<file path="config.mk">
export PLATFORM = sky130hd
export DESIGN_NAME = ctsc_cordic_stage
export DESIGN_NICKNAME = d
export VERILOG_FILES = /design/src/rtl/ctsc_pkg.sv /design/src/rtl/ctsc_cordic_stage.sv
export SDC_FILE = /design/constraint.sdc
export NUM_CORES = 1
export LEC_CHECK = 0
export ABC_AREA = 1
export BUFFER_PORTS_ARGS = -buffer_cell sky130_fd_sc_hd__clkbuf_2
export CAP_MARGIN = 5
export CORE_UTILIZATION = 31
export CTS_CLUSTER_DIAMETER = 30
export DETAILED_ROUTE_END_ITERATION = 16
export PLACE_DENSITY_LB_ADDON = 0.12
export SYNTH_ARGS = -nofsm -noshare
export SYNTH_HDL_FRONTEND = slang
export SYNTH_SLANG_ARGS = --single-unit
</file>
<file path="constraint.sdc">
create_clock -name clk -period 6.69 [get_ports clk]
set_input_delay 1.0035 -clock clk [delete_from_list [all_inputs] [get_ports clk]]
set_output_delay 1.0035 -clock clk [all_outputs]
set_load 0.05 [all_outputs]
</file>
<file path="src/rtl/ctsc_pkg.sv">
// Package for coordinate_to_servo_compare: widths, constants, register codes,
// the arctangent table and the result type. No dependencies.
package ctsc_pkg;

  localparam int COORD_BITS_DEF    = 12;
  localparam int CORDIC_STAGES_DEF = 16;
  localparam int ATAN_LEN          = 24;

  localparam int OFFSET_W = 8;
  localparam int BASE_W   = 12;
  localparam int GAIN_W   = 16;
  localparam int FRAC_W   = 16;
  localparam int ATAN_W   = 17;
  localparam int ZW       = 19;
  localparam int CMP_W    = 13;
  localparam int OUT_DW   = 16;
  localparam int SCALE_W  = 28;

  localparam logic [SCALE_W-1:0] ANGLE_SCALE = 28'd125164540;
  localparam logic [CMP_W-1:0]   COMPARE_MAX = 13'd8191;

  localparam int CFG_AW = 5;
  localparam int CFG_DW = 32;

  localparam logic [2:0] REG_X_OFFSET = 3'd0;
  localparam logic [2:0] REG_Y_OFFSET = 3'd1;
  localparam logic [2:0] REG_BASELINE = 3'd2;
  localparam logic [2:0] REG_X_GAIN   = 3'd3;
  localparam logic [2:0] REG_Y_GAIN   = 3'd4;

  localparam logic [OFFSET_W-1:0] X_OFFSET_RST = 8'd28;
  localparam logic [OFFSET_W-1:0] Y_OFFSET_RST = 8'd30;
  localparam logic [BASE_W-1:0]   BASELINE_RST = 12'd1000;
  localparam logic [GAIN_W-1:0]   X_GAIN_RST   = 16'd6554;
  localparam logic [GAIN_W-1:0]   Y_GAIN_RST   = 16'd3932;

  typedef struct packed {
    logic [CMP_W-1:0] value;
    logic             clamped;
  } result_t;

  function automatic logic [ATAN_W-1:0] atan_q16(input int idx);
    logic [ATAN_W-1:0] t;
    case (idx)
      0:       t = 17'd51472;
      1:       t = 17'd30386;
      2:       t = 17'd16055;
      3:       t = 17'd8150;
      4:       t = 17'd4091;
      5:       t = 17'd2047;
      6:       t = 17'd1024;
      7:       t = 17'd512;
      8:       t = 17'd256;
      9:       t = 17'd128;
      10:      t = 17'd64;
      11:      t = 17'd32;
      12:      t = 17'd16;
      13:      t = 17'd8;
      14:      t = 17'd4;
      15:      t = 17'd2;
      16:      t = 17'd1;
      default: t = 17'd0;
    endcase
    return t;
  endfunction

endpackage

</file>
<file path="src/rtl/ctsc_cordic_stage.sv">
// One registered vectoring CORDIC iteration for both arctangent lanes.
// Carries the coordinate and gain alongside. Depends on ctsc_pkg.
module ctsc_cordic_stage #(
  parameter int XW    = 32,
  parameter int DW    = 12,
  parameter int STAGE = 0
) (
  input  logic                         clk,
  input  logic                         rst_n,
  input  logic                         en,
  input  logic                         in_v,
  input  logic signed [XW-1:0]         xa,
  input  logic signed [XW-1:0]         ya,
  input  logic signed [ctsc_pkg::ZW-1:0] za,
  input  logic signed [XW-1:0]         xb,
  input  logic signed [XW-1:0]         yb,
  input  logic signed [ctsc_pkg::ZW-1:0] zb,
  input  logic [DW-1:0]                coord,
  input  logic [ctsc_pkg::GAIN_W-1:0]  gain,
  output logic                         v_r,
  output logic signed [XW-1:0]         xa_r,
  output logic signed [XW-1:0]         ya_r,
  output logic signed [ctsc_pkg::ZW-1:0] za_r,
  output logic signed [XW-1:0]         xb_r,
  output logic signed [XW-1:0]         yb_r,
  output logic signed [ctsc_pkg::ZW-1:0] zb_r,
  output logic [DW-1:0]                coord_r,
  output logic [ctsc_pkg::GAIN_W-1:0]  gain_r
);

  localparam logic signed [ctsc_pkg::ZW-1:0] ANG =
    ctsc_pkg::ZW'(ctsc_pkg::atan_q16(STAGE));

  logic signed [XW-1:0]           xa_nxt, ya_nxt, xb_nxt, yb_nxt;
  logic signed [ctsc_pkg::ZW-1:0] za_nxt, zb_nxt;

  always_comb begin
    if (ya > 0) begin
      xa_nxt = xa + (ya >>> STAGE);
      ya_nxt = ya - (xa >>> STAGE);
      za_nxt = za + ANG;
    end else begin
      xa_nxt = xa - (ya >>> STAGE);
      ya_nxt = ya + (xa >>> STAGE);
      za_nxt = za - ANG;
    end
    if (yb > 0) begin
      xb_nxt = xb + (yb >>> STAGE);
      yb_nxt = yb - (xb >>> STAGE);
      zb_nxt = zb + ANG;
    end else begin
      xb_nxt = xb - (yb >>> STAGE);
      yb_nxt = yb + (xb >>> STAGE);
      zb_nxt = zb - ANG;
    end
  end

  always_ff @(posedge clk) begin
    if (!rst_n) begin
      v_r <= 1'b0;
    end else if (en) begin
      v_r <= in_v;
    end
  end

  always_ff @(posedge clk) begin
    if (en) begin
      xa_r    <= xa_nxt;
      ya_r    <= ya_nxt;
      za_r    <= za_nxt;
      xb_r    <= xb_nxt;
      yb_r    <= yb_nxt;
      zb_r    <= zb_nxt;
      coord_r <= coord;
      gain_r  <= gain;
    end
  end

endmodule

</file>
======== Yosys cells after proc, flatten, opt, wreduce, memory -nomap -nowiden ========
Index checks and enable logic that the tools add are counted.
word-level totals
  output and inout port bits .............. 195
  word-level logic and storage cells ...... 27
  bits in registers ....................... 195
  bits of input ports ..................... 198
cells by class
  magnitude comparators ................... 2
  multiplexer cells ....................... 6
  add/sub/neg operators ................... 10
operators by type and width
  kind                    number
  $mux 32                 4
  $sub 32x32->32          4
  $add 32x32->32          2
  $gt 32x1->1 const B     2
  $add 19x17->19 const B  2
  $mux 19                 2
  $sub 19x17->19 const B  2

======== Logic depth before layout (Yosys ltp) ========
Gate-level depths: netlist of the first run.
  depth in word-level cells ............... 2
  gate-level depth with buffers ........... 18
  depth with buffers taken out ............ 16

======== Worst setup path before layout of the first run ========
No wires, ideal clock.
  path kind ............................... in2reg
  start point ............................. input yb[28]
  end point ............................... register zb_r[15] in the netlist's numbering (data pin)
  stages .................................. 13
  buffers on the path ..................... 1
  arrival time ............................ 3.061 ns
  data required time ...................... 6.428 ns
  library setup time ...................... 0.262 ns
  slack ................................... 3.367 ns
  path through ............................ nor4_1 nand2_1 nor2_1 nand2_1 nand2_2 buf_2 ha_1 a21oi_1 nand2_1 a21oi_1 o21ai_0 a21oi_1 xor2_1
on the way
  word-level cells in the longest chain between the ends .. 2
ends and longest elaborated chain
  element                    line                     RTL
  from (decl)                ctsc_cordic_stage.sv:16  input logic signed [XW-1:0] yb,
  $gt 32x1->1                ctsc_cordic_stage.sv:47  if (yb > 0) begin
  $mux 19                    ctsc_cordic_stage.sv:47
  named net zb_nxt, one bit  ctsc_cordic_stage.sv:35  logic signed [ctsc_pkg::ZW-1:0] za_nxt, zb_nxt;
  to (signal assigned)       ctsc_cordic_stage.sv:73  zb_r <= zb_nxt;
  to (decl)                  ctsc_cordic_stage.sv:26  output logic signed [ctsc_pkg::ZW-1:0] zb_r,
The timed path passes the listed nets, and every way through them passes these cells.
A chain may end at the register's enable or synchronous reset.

======== Final worst setup path of the first run ========
  start point ............................. input ya[28]
  end point ............................... register za_r[15] in the netlist's numbering (data pin)
on the way
  word-level cells in the longest chain between the ends .. 2
ends and longest elaborated chain
  element                    line                     RTL
  from (decl)                ctsc_cordic_stage.sv:13  input logic signed [XW-1:0] ya,
  $gt 32x1->1                ctsc_cordic_stage.sv:38  if (ya > 0) begin
  $mux 19                    ctsc_cordic_stage.sv:38
  named net za_nxt, one bit  ctsc_cordic_stage.sv:35
  to (signal assigned)       ctsc_cordic_stage.sv:70  za_r <= za_nxt;
  to (decl)                  ctsc_cordic_stage.sv:23  output logic signed [ctsc_pkg::ZW-1:0] za_r,
The timed path passes the listed nets, and every way through them passes these cells.

==> results of run 1 <==
==> worst max-delay path, cell delays in order <==
cell      delay, ps
clkbuf_2        110
nor3_1          180
nand4_1         240
nor3_1          520
nand2_1         220
nand2_2         240
buf_4           360
inv_2           320
ha_1            430
a21o_1          190
a21oi_1         340
o21ai_0         210
a21oi_1         200
xor2_1           80
==> placed cells by master, fill, tap and decap left out, types with 4 or more instances in the layout <==
| cell | instances |
|---|---|
| clkbuf_2 | 391 |
| clkinv_8 | 5 |
| or2_2 | 9 |
| nand3b_1 | 7 |
| o21ai_0 | 128 |
| nand3_1 | 290 |
| o21ai_1 | 5 |
| o211ai_1 | 5 |
| clkbuf_16 | 17 |
| xnor2_1 | 10 |
| a21oi_1 | 182 |
| ha_1 | 212 |
| a21o_1 | 4 |
| xor2_1 | 82 |
| nor2_1 | 281 |
| nor4_1 | 8 |
| nor3_1 | 19 |
| fa_1 | 8 |
| buf_4 | 5 |
| nand2_1 | 1154 |
| inv_2 | 6 |
| nand4_1 | 38 |
| inv_1 | 606 |
| edfxtp_1 | 192 |
| and2_1 | 14 |
| o21bai_1 | 38 |
==> per-stage QoR <==
step	utilization (%)	std cells
2_1_floorplan	-	3405
5_1_grt	36.3	4681
6_report	36.3	4681
3_5_place_dp	35.4	4649
4_1_cts	36.3	4681
3_3_place_gp	35.4	4649
==> cell families (layout without fill, tap and decap cells) <==
kind of cell | after synthesis | in the layout | synth area share (%)
AOI/OAI and AO/OA | 370 | 370 | 9.17
and+or+nand+nor | 1833 | 1833 | 34.6
xor gates and xnor gates | 92 | 92 | 3.71
DFF | 193 | 193 | 26.6
adders and majority gates | 220 | 220 | 12.9
buffers and inverters | 697 | 1042 | 13.0
==> registers in the layout, indices dropped and copies added (netlist names) <==
signal,count
ya_r,31
gain_r,16
xb_r,32
xa_r,32
za_r,19
coord_r,12
v_r,1
yb_r,31
zb_r,19
==> power by group through the flow <==
stage               clock network [mW]  logic [mW]  registers [mW]
floorplan                            0        1.07            2.18
global placement                     0        2.37            1.63
detailed placement                   0        2.36            1.63
CTS                               1.14        2.37            1.60
global route                      1.17        2.57            1.61
finish                            1.10        2.37            1.60
==> path summary, 6_finish.rpt <==
kind	to	slack (ps)	cells after the start
worst min register to register	v_r$_SDFFE_PN0P_	560	2
worst min-delay path	v_r$_SDFFE_PN0P_	560	2
worst max register to register	v_r$_SDFFE_PN0P_	6020	2
worst max-delay path	za_r[15]$_DFFE_PP_	2300	14
==> final cells by class <==
type | instances | share of cell area, %
sequential | 193 | 23.1
clock inverter | 14 | 0.651
tap | 931 | 4.66
inverter | 612 | 9.19
multi-input combinational | 2515 | 52.5
clock buffer | 18 | 1.72
timing repair buffer | 398 | 8.12
==> cells in the mapped netlist (3+ instances only) <==
cell / count
nand2_1: 1154
inv_1: 606
nand3_1: 290
nor2_1: 281
ha_1: 212
edfxtp_1: 192
a21oi_1: 182
o21ai_0: 128
xor2_1: 82
buf_2: 50
nand4_1: 38
o21bai_1: 38
buf_4: 20
nor3_1: 19
and2_1: 14
xnor2_1: 10
or2_2: 9
buf_6: 8
fa_1: 8
nor4_1: 8
nand3b_1: 7
inv_2: 6
clkbuf_1: 5
o211ai_1: 5
o21ai_1: 5
a21o_1: 4
a31oi_1: 3
nor2_2: 3
==> layer usage <==
layer | wire, um | part of all wire (%) | up-vias | global-route usage, %
met5 | 9 | 0.011 | - | 0
met4 | 2290 | 2.7 | 2 | 7.60
met3 | 2720 | 3.2 | 90 | 2.19
met2 | 43000 | 51 | 499 | 43.4
met1 | 36900 | 43 | 10200 | 28.9
li1 | - | - | 11400 | -
==> results_dict.tcl, run 1 <==
set metrics [dict create \
    ir_drop_mv 0.182 \
    p_comb_share_pct 46.8 \
    setup_slack_ps 2300 \
    ys_types 40 \
    timing.rr.start "v_r$_SDFFE_PN0P_" \
    cts_sinks 193 \
    yosysTopAreaCellShare_pct 26.5 \
    antenna-diode-count 0 \
    finalWirelength_um 84900 \
    yosysSeqAreaShare_pct 26.6 \
    synthCells 3405 \
    finalSetupViolCount 0 \
    syn_area_per_cell_um2 6.38 \
    stdcell_area_um2 25000 \
    finalHoldViolCount 0 \
    die_w_um 267 \
    netlist_area_um2 21700 \
    hp-start "v_r$_SDFFE_PN0P_" \
    root_buffer "clkbuf_16" \
    area.sequential_um2 5790 \
    drive_above_1_share_pct 12.1 \
    finalPower_mw 5.06 \
    antenna_found_initial 2 \
    arrival_ps 4670 \
    h-tree-depth 4 \
    fin_worst_skew_ps 0 \
    fill_cells 7729 \
    endpoint_kind "flip-flop" \
    tns_ps 0 \
    seqPwrFrac_pct 31.5 \
    maxCapViolCount 0 \
    period_minus_slack_ps 4390 \
    area_growth_pct 15.1 \
    cts-buffers-inserted 17 \
    dr_total_vias 22200 \
    path_class "primary input to flip-flop" \
    pre_cts_slack_ps 1580 \
    die-height_um 267 \
    drt_first_pass_iters 7 \
    dpl_cell_area_um2 24400 \
    port_buffers 392 \
    hp-class "flip-flop to flip-flop" \
    worst_hold_slack_ps 561 \
    clkLatencyLatePin_ps 500 \
    coreArea_um2 68900 \
    p_switching_mw 2.42 \
    nets 4155 \
    grt_start_max_net_pins 99 \
    row_count 96 \
    cp_max_fo 35 \
    synth_area_leaders "edfxtp_1, nand2_1, ha_1" \
    fmax_ghz 0.228 \
    p_leak_nw 13.7 \
    ys.warnings.count 0 \
    cts_setup_buffers 0 \
    synth_edf_count 192 \
    status "finished, final reports clean" \
    crit_start "ya[28]" \
    multi_input_area_um2 13100 \
    p_clk_share_pct 21.7 \
    clockBufferDepth 2 \
    rsz0062_at_grt "false" \
    route.detailed.drc 0 \
    drt_iter0_drc 1348 \
    ys.flop_type "edfxtp_1" \
    cts_resized 0 \
    ctsHoldBuffers 0 \
    syn-num-nets 3823 \
    powerDensity_nw_per_um2 203 \
    initial_core_util_pct 31.5 \
    relSlewSlack_pct 42.2 \
    internal_power_mw 2.64 \
    final_max_slew_viol_count 0 \
    track_usage_pct 23.7 \
    viasPerCell 4.74 \
    io_pins 393 \
    swShare_pct 47.9 \
    synthArstFlopShare_pct 0 \
    grt_first_pass_wirelength_um 126000 \
    grt-ovfl-total 0 \
    dp_hpwl_um 71800 \
    yosys.area.top_type "edfxtp_1" \
    tritoncts "built" \
    min_period_over_period_pct 65.6 \
    drtAntennaViolNets 0 \
    clk_transition_reported_paths_ps 90 \
    first_global_vias 21400 \
    die-area_um2 71200 \
    worst_pin_slew_ps 867 \
    avgRoutedWirePerCell_um 18.1 \
    cp.required_ps 6970 \
    place_congestion 0.943 \
    critPathLaunchType "primary input" \
    ys_seq_elements 193 \
]
Power figures use the tool's default switching activity.
==> run 2, diff against run 1 <==
Clock period 6.69 ns to 3.9 ns, I/O delays scaled along.
==> results_dict.tcl, run 2 (synthesis gave the netlist of run 1 again) <==
set metrics [dict create \
    final_util_pct 36.4 \
    setup_slack_ps 275 \
    drt_iter0_drc 1432 \
    cts_setup_buffers 0 \
    hp-class "primary input to flip-flop" \
    timing.rr.start "v_r$_SDFFE_PN0P_" \
    fmax_ghz 0.276 \
    drive_above_1_share_pct 12.3 \
    route.detailed.drc 0 \
    coreArea_um2 68900 \
    reg_top3 "xa_r (32), xb_r (32)" \
    multi_input_area_um2 13100 \
    final_cell_mix "nand2_1, inv_1, clkbuf_2" \
    die-height_um 267 \
    grt_start_max_net_pins 90 \
    endpoint "zb_r[15]$_DFFE_PP_" \
    h-tree-depth 4 \
    crit_start "yb[1]" \
    status "finished, final reports clean" \
    finalSetupViolCount 0 \
    p_leak_nw 13.7 \
    drtAntennaViolNets 0 \
    row_count 96 \
    critPathLaunchType "primary input" \
    area.sequential_um2 5790 \
    root_buffer "clkbuf_16" \
    rr_endpoint "v_r$_SDFFE_PN0P_" \
    fin_cells 4685 \
    dr_total_vias 22100 \
    fin_worst_skew_ps 0 \
    track_usage_pct 23.5 \
    nets 4160 \
    area_growth_pct 15.4 \
    cts-buffers-inserted 17 \
    endpoint_kind "flip-flop" \
    layout_commonest_cell "nand2_1" \
    r2r_slack_ps 3250 \
    dpl_cell_area_um2 24500 \
    pre_cts_slack_ps -344 \
    fill_cells 7767 \
    maxCapViolCount 0 \
    viasPerCell 4.72 \
    whs_path_depth 1 \
    clk_transition_reported_paths_ps 90 \
    io_pins 393 \
    clkLatencyLatePin_ps 510 \
    numPlacedInstances 4654 \
    antenna_found_initial 0 \
    die-area_um2 71200 \
    ctsHoldBuffers 0 \
    stdcell_area_um2 25100 \
    drt_first_pass_iters 6 \
    arrival_ps 3890 \
    grt_first_pass_wirelength_um 125000 \
    rsz0062_at_grt "false" \
    first_global_vias 21400 \
    powerDensity_nw_per_um2 348 \
    period_minus_slack_ps 3620 \
    worst_pin_slew_ps 786 \
    cts_sinks 193 \
    clockBufferDepth 2 \
    finalHoldViolCount 0 \
    cts_resized 0 \
    path_class "primary input to flip-flop" \
    grt-ovfl-total 0 \
    place_congestion 0.949 \
    port_buffers 392 \
    cp_max_fo 13 \
    tns_ps 0 \
    tritoncts "built" \
    worst_hold_slack_ps 236 \
    ir_drop_mv 0.196 \
    die_w_um 267 \
    finalPower_mw 8.74 \
    initial_core_util_pct 31.5 \
    relSlewSlack_pct 47.6 \
    cp.required_ps 4160 \
    antenna-diode-count 0 \
    avgRoutedWirePerCell_um 17.9 \
    finalWirelength_um 83600 \
    min_period_over_period_pct 92.9 \
    ff2ff_path_depth 2 \
    final_max_slew_viol_count 0 \
    dp_hpwl_um 70800 \
]
-- run 2: routing by layer --
layer  GRT usage, %  part of all wire, %  wire length (um)
met1           28.7                   43             36100
met5              0                    0                 0
met4           8.56                  3.0              2500
met3           1.92                  3.4              2840
met2           42.6                   51             42200
-- run 2: critical path, cell delays in order --
cell and delay (ps):
clkbuf_2 140, nor3_1 460, buf_4 200, nand4_1 190, nor3_1 260, nand2_1 300
nand2_4 270, inv_2 120, ha_1 350, a21o_1 190, a21oi_1 310, o21ai_0 210
a21oi_1 190, xor2_1 90
-- run 2: cell type report --
type / instances / share of cell area (%)
sequential: 193 / 23.1
timing repair buffer: 403 / 8.29
clock inverter: 14 / 0.758
tap: 931 / 4.65
inverter: 612 / 9.16
multi-input combinational: 2515 / 52.4
clock buffer: 17 / 1.70
-- run 2: worst min path at each step --
stage,from,endpoint,slack [ps]
6_report,gain[2],gain_r[2]$_DFFE_PP_,240
5_1_grt,coord[6],coord_r[6]$_DFFE_PP_,210
4_1_cts,coord[6],coord_r[6]$_DFFE_PP_,200
3_5_place_dp,v_r$_SDFFE_PN0P_,v_r$_SDFFE_PN0P_,530
3_3_place_gp,v_r$_SDFFE_PN0P_,v_r$_SDFFE_PN0P_,530
2_1_floorplan,en,v_r$_SDFFE_PN0P_,680
-- run 2: power by group --
group | switching, mW | total (mW) | internal [mW]
registers | 0.0968 | 2.74 | 2.65
logic | 3.02 | 4.04 | 1.03
clock network | 1.03 | 1.95 | 0.927
==> run 3, diff against run 2 <==
Settings changed: CORE_MARGIN from default to 3, HOLD_SLACK_MARGIN from default to 0.03.
==> results_dict.tcl, run 3 (synthesis gave the netlist of run 1 again) <==
set metrics [dict create \
    final_max_slew_viol_count 0 \
    avgRoutedWirePerCell_um 18.0 \
    min_period_over_period_pct 90.6 \
    endpoint_kind "flip-flop" \
    root_buffer "clkbuf_16" \
    die_w_um 271 \
    cpMostUsedCell "nand2_1" \
    h-tree-depth 4 \
    fin_worst_skew_ps 0 \
    die-height_um 271 \
    powerDensity_nw_per_um2 348 \
    worst_pin_slew_ps 785 \
    cts_resized 0 \
    seqPwrFrac_pct 31.4 \
    p_leak_nw 13.7 \
    p_clk_share_pct 22.3 \
    p_switching_mw 4.18 \
    clkLatencyLatePin_ps 510 \
    clockBufferDepth 2 \
    grt_first_pass_wirelength_um 126000 \
    finalSetupViolCount 0 \
    row_count 96 \
    cts-buffers-inserted 17 \
    max_stage_delay_ps 420 \
    layout_commonest_cell "nand2_1" \
    dr_total_vias 22200 \
    cts_sinks 193 \
    finalHoldViolCount 0 \
    drtAntennaViolNets 0 \
    pre_cts_slack_ps -272 \
    clk_transition_reported_paths_ps 90 \
    tns_ps 0 \
    status "finished, final reports clean" \
    place_congestion 0.923 \
    slowest_stage "fa_1" \
    ir_drop_mv 0.231 \
    antenna-diode-count 0 \
    rsz0062_at_grt "false" \
    nets 4164 \
    crit_start "yb[1]" \
    hp-start "gain[13]" \
    tritoncts "built" \
    grt_start_max_net_pins 96 \
    maxCapViolCount 0 \
    grt-ovfl-total 0 \
    setup_slack_ps 367 \
    cp_max_fo 13 \
    hp-class "primary input to flip-flop" \
    cp_top_family "simple AND/OR/NAND/NOR gates" \
    route.detailed.drc 0 \
    cp_cell_sequence "clkbuf_2 > nor3_1 > buf_4 > nand4_1 > nor3_1 > nand2_1 > nand2_4 > inv_2 > fa_1 > inv_1 > nand3_1 > nand2_1 > a21oi_1 > nor2_1 > nand2_1 > o21ai_0 > xor2_1" \
    final_cell_mix "nand2_1, inv_1, clkbuf_2" \
    drive_above_1_share_pct 12.3 \
    finalWirelength_um 84500 \
    dp_hpwl_um 71600 \
    drt_first_pass_iters 5 \
    cp.required_ps 4160 \
    reg_top3 "xa_r (32), xb_r (32)" \
    arrival_ps 3790 \
    viasPerCell 4.74 \
    first_global_vias 21900 \
    critPathLaunchType "primary input" \
    port_buffers 392 \
    area_growth_pct 15.6 \
    timing.rr.start "v_r$_SDFFE_PN0P_" \
    relSlewSlack_pct 47.7 \
    drt_iter0_drc 1463 \
    track_usage_pct 22.5 \
    fmax_ghz 0.283 \
    initial_core_util_pct 31.5 \
    ctsHoldBuffers 0 \
    cts_setup_buffers 0 \
    die-area_um2 73300 \
    coreArea_um2 69100 \
    path_buf_inv 4 \
    antenna_found_initial 3 \
    final_util_pct 36.4 \
    io_pins 393 \
    period_minus_slack_ps 3530 \
    internal_power_mw 4.56 \
    path_class "primary input to flip-flop" \
    p_comb_share_pct 46.3 \
    swShare_pct 47.9 \
]
run 3: cell count changes in the layout (fill, tap and decap cells not counted), sizes merged:
cell	change
buf	+4
bufinv	-1
clkinv	+1
clkinvlp	-1
inv	+2
run 3: layer usage:
| layer | up-vias | global-route usage, % | part of all wire (%) |
|---|---|---|---|
| met1 | 10200 | 27.2 | 42 |
| met2 | 518 | 41.0 | 50 |
| met3 | 115 | 2.52 | 3.9 |
| li1 | 11400 | - | - |
| met5 | - | 0 | 0.015 |
| met4 | 2 | 8.62 | 3.4 |
run 3: power by group through the flow:
stage               Sequential [mW]  Combinational, mW  Clock (mW)
floorplan                      3.75               1.84           0
global placement               2.80               4.05           0
detailed placement             2.80               4.03           0
CTS                            2.75               4.05        2.01
global route                   2.77               4.40        2.08
finish                         2.74               4.05        1.95
run 3: path summary, 6_finish.rpt:
path | to | slack [ps] | cells past startpoint
setup / recovery | zb_r[14]$_DFFE_PP_ | 370 | 17
hold reg to reg | v_r$_SDFFE_PN0P_ | 550 | 2
setup reg to reg | v_r$_SDFFE_PN0P_ | 3270 | 2
hold / removal | gain_r[13]$_DFFE_PP_ | 240 | 1
run 3: final cells by class:
type,instances,area [um2]
clock buffers,17,425
fillers,7760,44000
multi-input cells,2515,13100
repair buffers,407,2110
flip-flops and latches,193,5790
clock inverters,15,194
well taps,931,1160
inverters,612,2300
run 3: worst reg2reg max path, cell delays in order, from the launching register on:
cell     delay [ps]
dfxtp_1         320
o21ai_0         150
a21oi_1          60
run 3: per-stage QoR:
step	std cells	hold WS [ps]	power (mW)	instance area, um2
6_report	4690	241	8.74	25100
5_1_grt	4690	213	9.25	25100
4_1_cts	4690	205	8.81	25100
3_5_place_dp	4658	536	6.83	24500
3_3_place_gp	4658	532	6.84	24500
2_1_floorplan	3405	678	5.58	21700
